--- src/sv/scsi_ram.sv ---
// generic single-port ram with registered read
// no dependencies
module scsi_ram #(
  parameter int unsigned Width = 8,
  parameter int unsigned Depth = 16
) (
  input  logic                     clk,
  input  logic                     we,
  input  logic [$clog2(Depth)-1:0] addr,
  input  logic [Width-1:0]         wdata,
  output logic [Width-1:0]         rdata
);
  logic [Width-1:0] mem [Depth];

  // read before write (old word on a write), read registered
  always_ff @(posedge clk) begin
    if (we) begin
      mem[addr] <= wdata;
    end
    rdata <= mem[addr];
  end
endmodule

--- config.mk ---
export PLATFORM = sky130hd
export DESIGN_NAME = scsi_ram
export DESIGN_NICKNAME = d
export VERILOG_FILES = /design/src/sv/scsi_ram.sv
export SDC_FILE = /design/constraint.sdc
export NUM_CORES = 1
export LEC_CHECK = 0
export BUFFER_PORTS_ARGS = -buffer_cell sky130_fd_sc_hd__buf_2
export CORE_MARGIN = 3
export CORE_UTILIZATION = 61
export CTS_BUF_LIST = sky130_fd_sc_hd__clkbuf_8
export DETAILED_ROUTE_END_ITERATION = 8
export PLACE_DENSITY_LB_ADDON = 0.25
export SLEW_MARGIN = 15
export SYNTH_ARGS = -nofsm -noshare
export SYNTH_HDL_FRONTEND = slang
export SYNTH_SLANG_ARGS = --single-unit
--- constraint.sdc ---
create_clock -name clk -period 2.51 [get_ports clk]
set_clock_uncertainty 0.15 [all_clocks]
set_input_delay 0.251 -clock clk [delete_from_list [all_inputs] [get_ports clk]]
set_output_delay 0.251 -clock clk [all_outputs]
set_load 0.01 [all_outputs]
Yosys cells after proc, flatten, opt, wreduce, memory -nomap -nowiden
Memory sizes are Yosys's and may differ from the RTL's. A register that Yosys moved wholly into a read port is not among the register bits. Cells that the tools add are included.

Muxes and demuxes: 2.

Operators by type and width (count): $mux W1 (2).

Logic and storage cells: 3. Bits in registers: 0. Memories: 1. Memory bits (writable): 128. Input port bits: 14.

Memories: mem (depth 16, bits a word 8, rd ports 1, clocked after memory_dff 1, wr ports 1, RTL line 13) `logic [Width-1:0] mem [Depth];`.

Depth between registers and ports, before layout
Gate-level depths: netlist (run 1).

Depth after elaboration: 2. Gate-level depth with buffers: 5. Gate-level depth less buffers: 3.

Least setup slack after synthesis (run 1)
No wires, ideal clock.

Path kind: input-to-reg. Start point: input addr[2]. End point: memory mem[0][0] (enable). Buffers on the path: 0. Slack: 0.616 ns. Cell stages on the path: 2. Data arrival time: 1.361 ns. Library setup time: 0.383 ns. Data required time: 1.977 ns. Cells stage by stage: or3b_2 -> nor3_1.

RTL lines: start, declared (RTL line 9) `input logic [$clog2(Depth)-1:0] addr,`; end, declared (RTL line 13).

No word-level cell before the write port.

==> results of run 1 <==
-- stage by stage --
stage,area [um^2],util,worst slack [ns]
floorplan,5070,-,0.616
global placement,5420,0.687,0.494
detailed placement,5420,0.687,0.480
CTS,5880,0.745,0.927
global route,5880,0.745,0.842
finish,5880,0.745,0.925
-- area by class of cell --
type | instances | area share
clock buffer | 19 | 0.0445
clock inverter | 13 | 0.0341
multi-input combinational | 83 | 0.171
sequential | 136 | 0.681
tap | 102 | 0.0217
timing repair buffer | 41 | 0.0477
-- placed cells by master (no fill, tap or decap), drive strengths merged, types with 4 or more instances in the layout --
cell type	n
edfxtp	128
buf	41
mux4	32
clkbuf	19
a22oi	16
nor2	13
nand2	9
dfxtp	8
clkinv	6
bufinv	5
nor3	4
-- cell families after synthesis --
group / count (synthesis) / share of synthesized area
AO/OA/AOI/OAI: 16 / 0.0237
buffers and inverters: 11 / 0.0119
flip-flops: 136 / 0.790
multiplexers: 32 / 0.142
AND/OR/NAND/NOR: 35 / 0.0321
-- synthesized netlist by cell type (all sizes together) --
cell    number
and2         1
nor3         4
mux4        32
dfxtp        8
a22oi       16
edfxtp     128
nand2b       2
nand3        1
buf          8
nor2b        2
nor2        13
nand3b       2
or3b         1
clkbuf       3
nand2        9
-- worst paths after layout --
check | cells past startpoint | start | slack, ns | end
min | 1 | wdata[7] | 0.06 | mem[8][7]
min reg2reg | 3 | mem[13][7] | 0.52 | rdata[7]
max reg2reg | 3 | mem[7][4] | 1.00 | rdata[4]
max | 5 | addr[0] | 0.93 | rdata[3]
-- sequential cells by signal, summed over array words and instances (netlist names) --
name	count
mem	128
rdata	8
-- power breakdown --
group	internal (W)	leakage (nW)	switching, W	total [W]
combinational	0.000102	0.510	0.000132	0.000234
clock	0.00123	0.241	0.000773	0.00200
sequential	0.00254	1.22	0.0000135	0.00255
-- per-layer routing --
metal	wire length (um)	global-route usage
met5	0	0
met4	107	0.0756
met3	560	0.0574
met2	4470	0.325
met1	3520	0.276
==> impl_metrics.json, run 1 <==
{
  "rsz0062_at_grt": "no",
  "root_buffer": "clkbuf_8",
  "gp_congestion": 0.729,
  "ys_types": 18,
  "p_total_w": 0.00479,
  "area.sequential_um2": 4000,
  "cts_hold_repair.buffers": 0,
  "critPathArrivalTime_ns": 1.74,
  "vias": 2384,
  "grt-ovfl-total": 0,
  "avgViaCountPerCell": 6.05,
  "htreeDepth": 4,
  "worstSetupStartpointType": "primary input",
  "cp_cell_sequence": "buf_2 > buf_12 > mux4_2 > a22oi_1 > nand2_1",
  "start_util": 0.642,
  "crit_path_max_incr_delay_ns": 0.53,
  "synthCells": 230,
  "diodes": 0,
  "syn_area_um2": 5070,
  "critPathSlowestCell": "mux4_2",
  "grt_start_max_net_pins": 33,
  "cp_max_fo": 32,
  "core_area_um2": 7890,
  "slew_violations": 0,
  "path_class": "in2reg",
  "max_slew.worst_pin.slew_ns": 0.598,
  "drc": 0,
  "ys_ff_latch": 136,
  "multi_input_area_um2": 1000,
  "drt_iter0_drc": 172,
  "hold_class": "in2reg",
  "setup.worst_path.end_class": "flop",
  "ant_nets": 0,
  "hold_viol": 0,
  "period_share": 0.631,
  "die_h_um": 97.1,
  "die_w_um": 97.1,
  "fmax_ghz": 0.631,
  "slew_headroom": 0.601,
  "grt_pass1_wl_um": 14000,
  "synth.area.top_cells": "edfxtp_1 76%, mux4_2 14%, dfxtp_1 3.2%",
  "antenna_found_initial": 0,
  "rows": 32,
  "dp.cells": 362,
  "cp_num_buf_inv": 2,
  "ys_seq_area_frac": 0.790,
  "drt_wl_total_um": 8660,
  "pwr_density_cell_nw_per_um2": 815,
  "dp_hpwl_um": 5660,
  "fill_cells": 435,
  "area_delta_synth_final_pct": 16.0,
  "syn_nets": 244,
  "io_pins": 22,
  "setup_viol": 0,
  "synthDominantCellAreaShare": 0.759,
  "yosysTopAreaCell": "edfxtp_1",
  "p_leak_nw": 1.97,
  "clock_latency_ns": 0.42,
  "crit_family": "buffers and inverters",
  "wire_per_inst_um": 22.0,
  "track_usage": 0.205,
  "cts_sinks": 136,
  "clockBufferDepth": 2,
  "cts_inserted_buffers": 17,
  "dieArea_um2": 9440,
  "grt_pass1_vias": 2479,
  "syn_area_per_cell_um2": 22.0,
  "post_cts_buffers": 0,
  "fin_tns_setup_ns": 0,
  "finalNonFillerCells": 394,
  "port-buffer-count": 21,
  "holdWs_ns": 0.0557,
  "outcome": "finished, final reports clean",
  "drive_above_1_share": 0.360,
  "critPathRequiredTime_ns": 2.66,
  "yosysWarnings": 0,
  "cts_tree": "done",
  "post_cts_resized": 0,
  "clkTransAtPathRegs_ns": 0.08,
  "first_pass_iters": 4,
  "ir_drop_uv": 619,
  "cap_violations": 0,
  "min_period_ns": 1.58,
  "fin_nets": 293
}
(Power assumes the default switching activity.)
==> run 2: changes to the inputs <==
==> constraint.sdc (replaced) <==
create_clock -name clk -period 1.5 [get_ports clk]
set_clock_uncertainty 0.15 [all_clocks]
set_input_delay 0.15 -clock clk [delete_from_list [all_inputs] [get_ports clk]]
set_output_delay 0.15 -clock clk [all_outputs]
set_load 0.01 [all_outputs]
==> run 2 against run 1 <==
Compared with the run above:
- total power is 60% higher
- global-route usage is 2.2 points higher
- wire length is 12% higher
- first-iteration DRC count is 61% higher
- final cell count is 8.6% higher
- worst setup slack worse by 0.90 ns
- count of clock-buffer cells in the layout is 2 lower
- hold slack better by 0.17 ns
- utilization is 4.8 points higher
- sequential power is 67% higher
- largest power group unchanged
- non-clock buffer count is 34 higher
- register-to-register slack worse by 0.97 ns
==> impl_metrics.json, run 2 (synthesized netlist as in run 1, its figures left out) <==
{
  "outcome": "finished, final reports clean",
  "worst_slack_ns": 0.0294,
  "grt-ovfl-total": 0,
  "critPathRequiredTime_ns": 1.65,
  "drt_iter0_drc": 277,
  "start_util": 0.642,
  "first_pass_iters": 5,
  "p_leak_nw": 2.12,
  "wire_per_inst_um": 22.7,
  "min_period_ns": 1.47,
  "dieArea_um2": 9440,
  "final_cell_mix": "128 x edfxtp_1, 37 x buf_4, 32 x mux4_2",
  "htreeDepth": 4,
  "grt_pass1_wl_um": 15500,
  "clkTransAtPathRegs_ns": 0.07,
  "cts_sinks": 136,
  "drc": 0,
  "timing.rr.end": "rdata[4]",
  "avgViaCountPerCell": 6.06,
  "port-buffer-count": 21,
  "drive_above_1_share": 0.469,
  "clockBufferDepth": 2,
  "setup.worst_path.end_class": "flop",
  "hold_path_startpoint": "addr[1]",
  "track_usage": 0.226,
  "pre_cts_ws_ns": -0.254,
  "ant_nets": 0,
  "fmax_ghz": 0.680,
  "min_path_cells": 5,
  "rrSetupSlack_ns": 0.03,
  "fin_nets": 327,
  "gp_congestion": 0.785,
  "cap_violations": 0,
  "largest_reg_flops": 128,
  "critPathSlowestCell": "mux4_2",
  "crit_path_max_incr_delay_ns": 0.45,
  "reg2regPathDepth": 3,
  "critPathArrivalTime_ns": 1.62,
  "core_area_um2": 7890,
  "antenna_found_initial": 0,
  "cts_tree": "done",
  "io_pins": 22,
  "setup_viol": 0,
  "hold_viol": 0,
  "crit_family": "multiplexers",
  "diodes": 0,
  "rows": 32,
  "hold_class": "in2reg",
  "slew_violations": 0,
  "timing.rr.start": "mem[8][4]",
  "p_total_w": 0.00764,
  "final_area_um2": 6260,
  "post_cts_buffers": 0,
  "max_slew.worst_pin.slew_ns": 0.757,
  "vias": 2595,
  "final_util": 0.793,
  "final_common_cell": "edfxtp_1",
  "pwr_density_cell_nw_per_um2": 1220,
  "grt_pass1_vias": 2742,
  "worstSetupStartpointType": "flop",
  "holdPathEnd": "rdata[4]",
  "post_dp_cell_area_um2": 5760,
  "cts_inserted_buffers": 17,
  "slew_headroom": 0.495,
  "die_h_um": 97.1,
  "cp_cell_sequence": "mux4_2 > a22oi_1 > nand2_1",
  "dp_hpwl_um": 6800,
  "largest_register": "mem",
  "root_buffer": "clkbuf_8",
  "path_class": "reg2reg",
  "period_share": 0.980,
  "holdWs_ns": 0.226,
  "cp_max_fo": 1,
  "area_delta_synth_final_pct": 23.5,
  "rsz0062_at_grt": "no",
  "top_regs": "mem (128), rdata (8)",
  "grt_start_max_net_pins": 19,
  "clock_latency_ns": 0.42,
  "die_w_um": 97.1,
  "drt_wl_total_um": 9720,
  "cp_num_buf_inv": 0,
  "ir_drop_uv": 1030
}
run 2: cell types whose count changed in the layout (fill, tap and decap cells not counted), sizes merged:
cell / change
bufinv: -3
inv: +2
clkinv: -2
buf: +26
clkinvlp: +5
clkbuf: -2
dlygate4sd3: +8
run 2: through the flow:
step / cells / TNS (ns)
after global placement: 388 / -4.94
after floorplan: 230 / -2.75
after global routing: 428 / 0
after detailed placement: 388 / -7.45
after CTS: 428 / 0
final: 428 / 0
run 2: worst register-to-register path, delay by kind of cell (launching register included):
| kind | cells | cell delay, ns |
|---|---|---|
| AND/OR/NAND/NOR | 1 | 0.08 |
| multiplexers | 1 | 0.45 |
| AO/OA/AOI/OAI | 1 | 0.29 |
| flip-flops | 1 | 0.38 |
run 2: area by class of cell:
| cell class | instances | area, um^2 |
|---|---|---|
| Tap cell | 102 | 128 |
| Timing Repair Buffer | 75 | 643 |
| Clock inverter | 15 | 154 |
| Clock buffer | 17 | 234 |
| Multi-Input combinational cell | 83 | 1090 |
| Sequential cell | 136 | 4000 |
| Fill cell | 385 | 1630 |
run 2: timing repair:
| item | 4_1_cts | 5_1_grt |
|---|---|---|
| resized for setup | 3 | 3 |
| hold buffers | 8 | 0 |
| gates cloned | 0 | 0 |
| pin swaps | 0 | 1 |
| setup endpoints to repair | 3 | 4 |
| endpoints found under the hold margin | 128 | 0 |
run 2: worst max path at each step:
| stage | startpoint | end | slack [ns] | depth (start not counted) |
|---|---|---|---|---|
| final | mem[8][4] | rdata[4] | 0.03 | 3 |
| after global routing | mem[11][0] | rdata[0] | 0.003 | 3 |
| after CTS | mem[3][2] | rdata[2] | 0.03 | 3 |
| after detailed placement | addr[0] | rdata[7] | -0.25 | 5 |
| after global placement | addr[0] | rdata[4] | -0.22 | 5 |
| after floorplan | addr[2] | mem[0][0] | -0.08 | 2 |
run 2: report_power, final:
part | switching [W] | total, W | internal (W) | leakage (nW)
Clock | 0.00139 | 0.00287 | 0.00148 | 0.188
Sequential | 0.0000300 | 0.00427 | 0.00424 | 1.22
Combinational | 0.000259 | 0.000495 | 0.000235 | 0.704
run 2: metal layers:
layer / track usage / vias up / wire length [um] / part of all wire
li1: - / 1132 / - / -
met1: 0.312 / 1332 / 3950 / 0.41
met2: 0.356 / 120 / 4950 / 0.51
met3: 0.0646 / 11 / 715 / 0.074
met4: 0.0734 / 0 / 99 / 0.010
met5: 0 / - / 0 / 0
==> run 3: changes to the inputs <==
--- a/config.mk
+++ b/config.mk
@@ -7,8 +7,7 @@
 export LEC_CHECK = 0
 export BUFFER_PORTS_ARGS = -buffer_cell sky130_fd_sc_hd__buf_2
 export CORE_MARGIN = 3
-export CORE_UTILIZATION = 61
-export CTS_BUF_LIST = sky130_fd_sc_hd__clkbuf_8
+export CORE_UTILIZATION = 60
 export DETAILED_ROUTE_END_ITERATION = 8
 export PLACE_DENSITY_LB_ADDON = 0.25
 export SLEW_MARGIN = 15
==> run 3 against run 2 <==
Compared with the run above:
- register-to-register slack barely moved
- design area rose by 2.7%
- critical path type unchanged
- largest cell class unchanged
- utilization rose by 1.3 points
- non-clock buffer count fell by 13
- largest power group unchanged
- die area rose by 1.6%
- total power rose by 18%
- critical path depth did not move
- sequential cell count did not move
- count of clock-buffer cells in the layout did not move
==> impl_metrics.json, run 3 (synthesized netlist as in run 1, its figures left out) <==
{
  "outcome": "finished, final reports clean",
  "period_share": 0.974,
  "largest_reg_flops": 128,
  "grt_pass1_wl_um": 16100,
  "crit_path_max_incr_delay_ns": 0.50,
  "crit_start": "mem[3][3]",
  "antenna_found_initial": 2,
  "drc": 0,
  "grt_start_max_net_pins": 25,
  "hold_class": "in2reg",
  "clock_latency_ns": 0.51,
  "final_area_um2": 6420,
  "cts_sinks": 136,
  "clkTransAtPathRegs_ns": 0.06,
  "setup_viol": 0,
  "worstSetupStartpointType": "flop",
  "clockBufferDepth": 2,
  "p_seq_frac": 0.475,
  "vias": 2561,
  "intPower_w": 0.00717,
  "avgViaCountPerCell": 6.16,
  "setup.worst_path.end_class": "flop",
  "port-buffer-count": 21,
  "holdWs_ns": 0.149,
  "p_leak_nw": 2.16,
  "critPathArrivalTime_ns": 1.71,
  "slew_violations": 0,
  "drive_above_1_share": 0.457,
  "area_delta_synth_final_pct": 26.7,
  "path_class": "reg2reg",
  "critPathRequiredTime_ns": 1.74,
  "grt_pass1_vias": 2795,
  "cts_tree": "done",
  "final_common_cell": "edfxtp_1",
  "hold_viol": 0,
  "top_regs": "mem (128), rdata (8)",
  "track_usage": 0.234,
  "switching_share": 0.204,
  "gp_congestion": 0.758,
  "pwr_density_cell_nw_per_um2": 1400,
  "power_switching_w": 0.00183,
  "cp_cell_sequence": "mux4_2 > a22oi_2 > nand2_1",
  "cap_violations": 0,
  "die_h_um": 97.9,
  "drt_wl_total_um": 10200,
  "slew_headroom": 0.425,
  "dp_hpwl_um": 6250,
  "max_slew.worst_pin.slew_ns": 0.861,
  "die_w_um": 97.9,
  "cp_max_fo": 1,
  "largest_register": "mem",
  "cts_inserted_buffers": 17,
  "p_comb_frac": 0.054,
  "grt-ovfl-total": 0,
  "core_area_um2": 7970,
  "start_util": 0.636,
  "hold_path_startpoint": "addr[2]",
  "ir_drop_uv": 929,
  "io_pins": 22,
  "final_cell_mix": "128 x edfxtp_1, 32 x mux4_2, 22 x buf_4",
  "fill_cells": 362,
  "critPathSlowestCell": "mux4_2",
  "ant_nets": 0,
  "rows": 32,
  "drt_iter0_drc": 230,
  "fmax_ghz": 0.684,
  "dieArea_um2": 9580,
  "htreeDepth": 4,
  "root_buffer": "clkbuf_8",
  "fin_nets": 314,
  "fin_tns_setup_ns": 0,
  "clockPowerShare": 0.471,
  "rrSetupSlack_ns": 0.04,
  "post_dp_cell_area_um2": 5690,
  "rsz0062_at_grt": "no",
  "timing.rr.start": "mem[3][3]",
  "min_period_ns": 1.46,
  "first_pass_iters": 4,
  "wire_per_inst_um": 24.4
}
## run 3: cell types whose count changed in the layout (fill, tap and decap cells not counted), sizes merged
cell      before  now
bufinv         2    4
clkinvlp       5    4
clkinv         4    5
diode          0    1
inv            4    2
buf           67   54
## run 3: repair_timing
item / 4_1_cts / 5_1_grt
gates resized for setup: 3 / 5
setup buffers: 0 / 0
pin swaps: 0 / 0
hold buffers: 8 / 0
endpoints found under the setup margin: 3 / 4
endpoints found under the hold margin: 128 / 0
## run 3: metal layers
metal  share of wire  global-route usage
met5          0.0012                   0
met4           0.018               0.110
met3           0.075              0.0629
met2            0.50               0.348
met1            0.41               0.329
## run 3: path summary, 6_finish.rpt
path | endpoint | cells past startpoint
setup reg to reg | rdata[3] | 3
setup / recovery | rdata[3] | 3
hold / removal | mem[3][6] | 4
hold reg to reg | rdata[0] | 3
## run 3: cell type report
type	instances	area, um^2	share of cell area
Timing Repair Buffer	62	571	0.0888
Tap cell	102	128	0.0199
Antenna cell	1	2.50	0.000390
Multi-Input combinational cell	83	1100	0.172
Clock inverter	15	200	0.0312
Sequential cell	136	4000	0.623
Clock buffer	17	414	0.0645
## run 3: worst max-delay path, delay by kind of cell, from the launching register on
kind	cells	cell delay, ns
muxes	1	0.50
DFF	1	0.39
and+or+nand+nor	1	0.09
AOI/OAI and AO/OA	1	0.21
## run 3: through the flow
stage	power, W	utilization	setup WS (ns)	instances
2_1_floorplan	0.00459	-	-0.0782	230
3_3_place_gp	0.00479	0.714	-0.243	375
3_5_place_dp	0.00481	0.714	-0.275	375
4_1_cts	0.00904	0.803	0.00956	415
5_1_grt	0.00925	0.806	0.00291	416
6_report	0.00901	0.806	0.0389	416
## run 3: power by group through the flow
| stage | registers [W] | clock network [W] | logic, W |
|---|---|---|---|
| finish | 0.00428 | 0.00424 | 0.000487 |
| global route | 0.00428 | 0.00444 | 0.000523 |
| CTS | 0.00428 | 0.00428 | 0.000485 |
| detailed placement | 0.00435 | 0 | 0.000454 |
| global placement | 0.00435 | 0 | 0.000442 |
| floorplan | 0.00436 | 0 | 0.000231 |
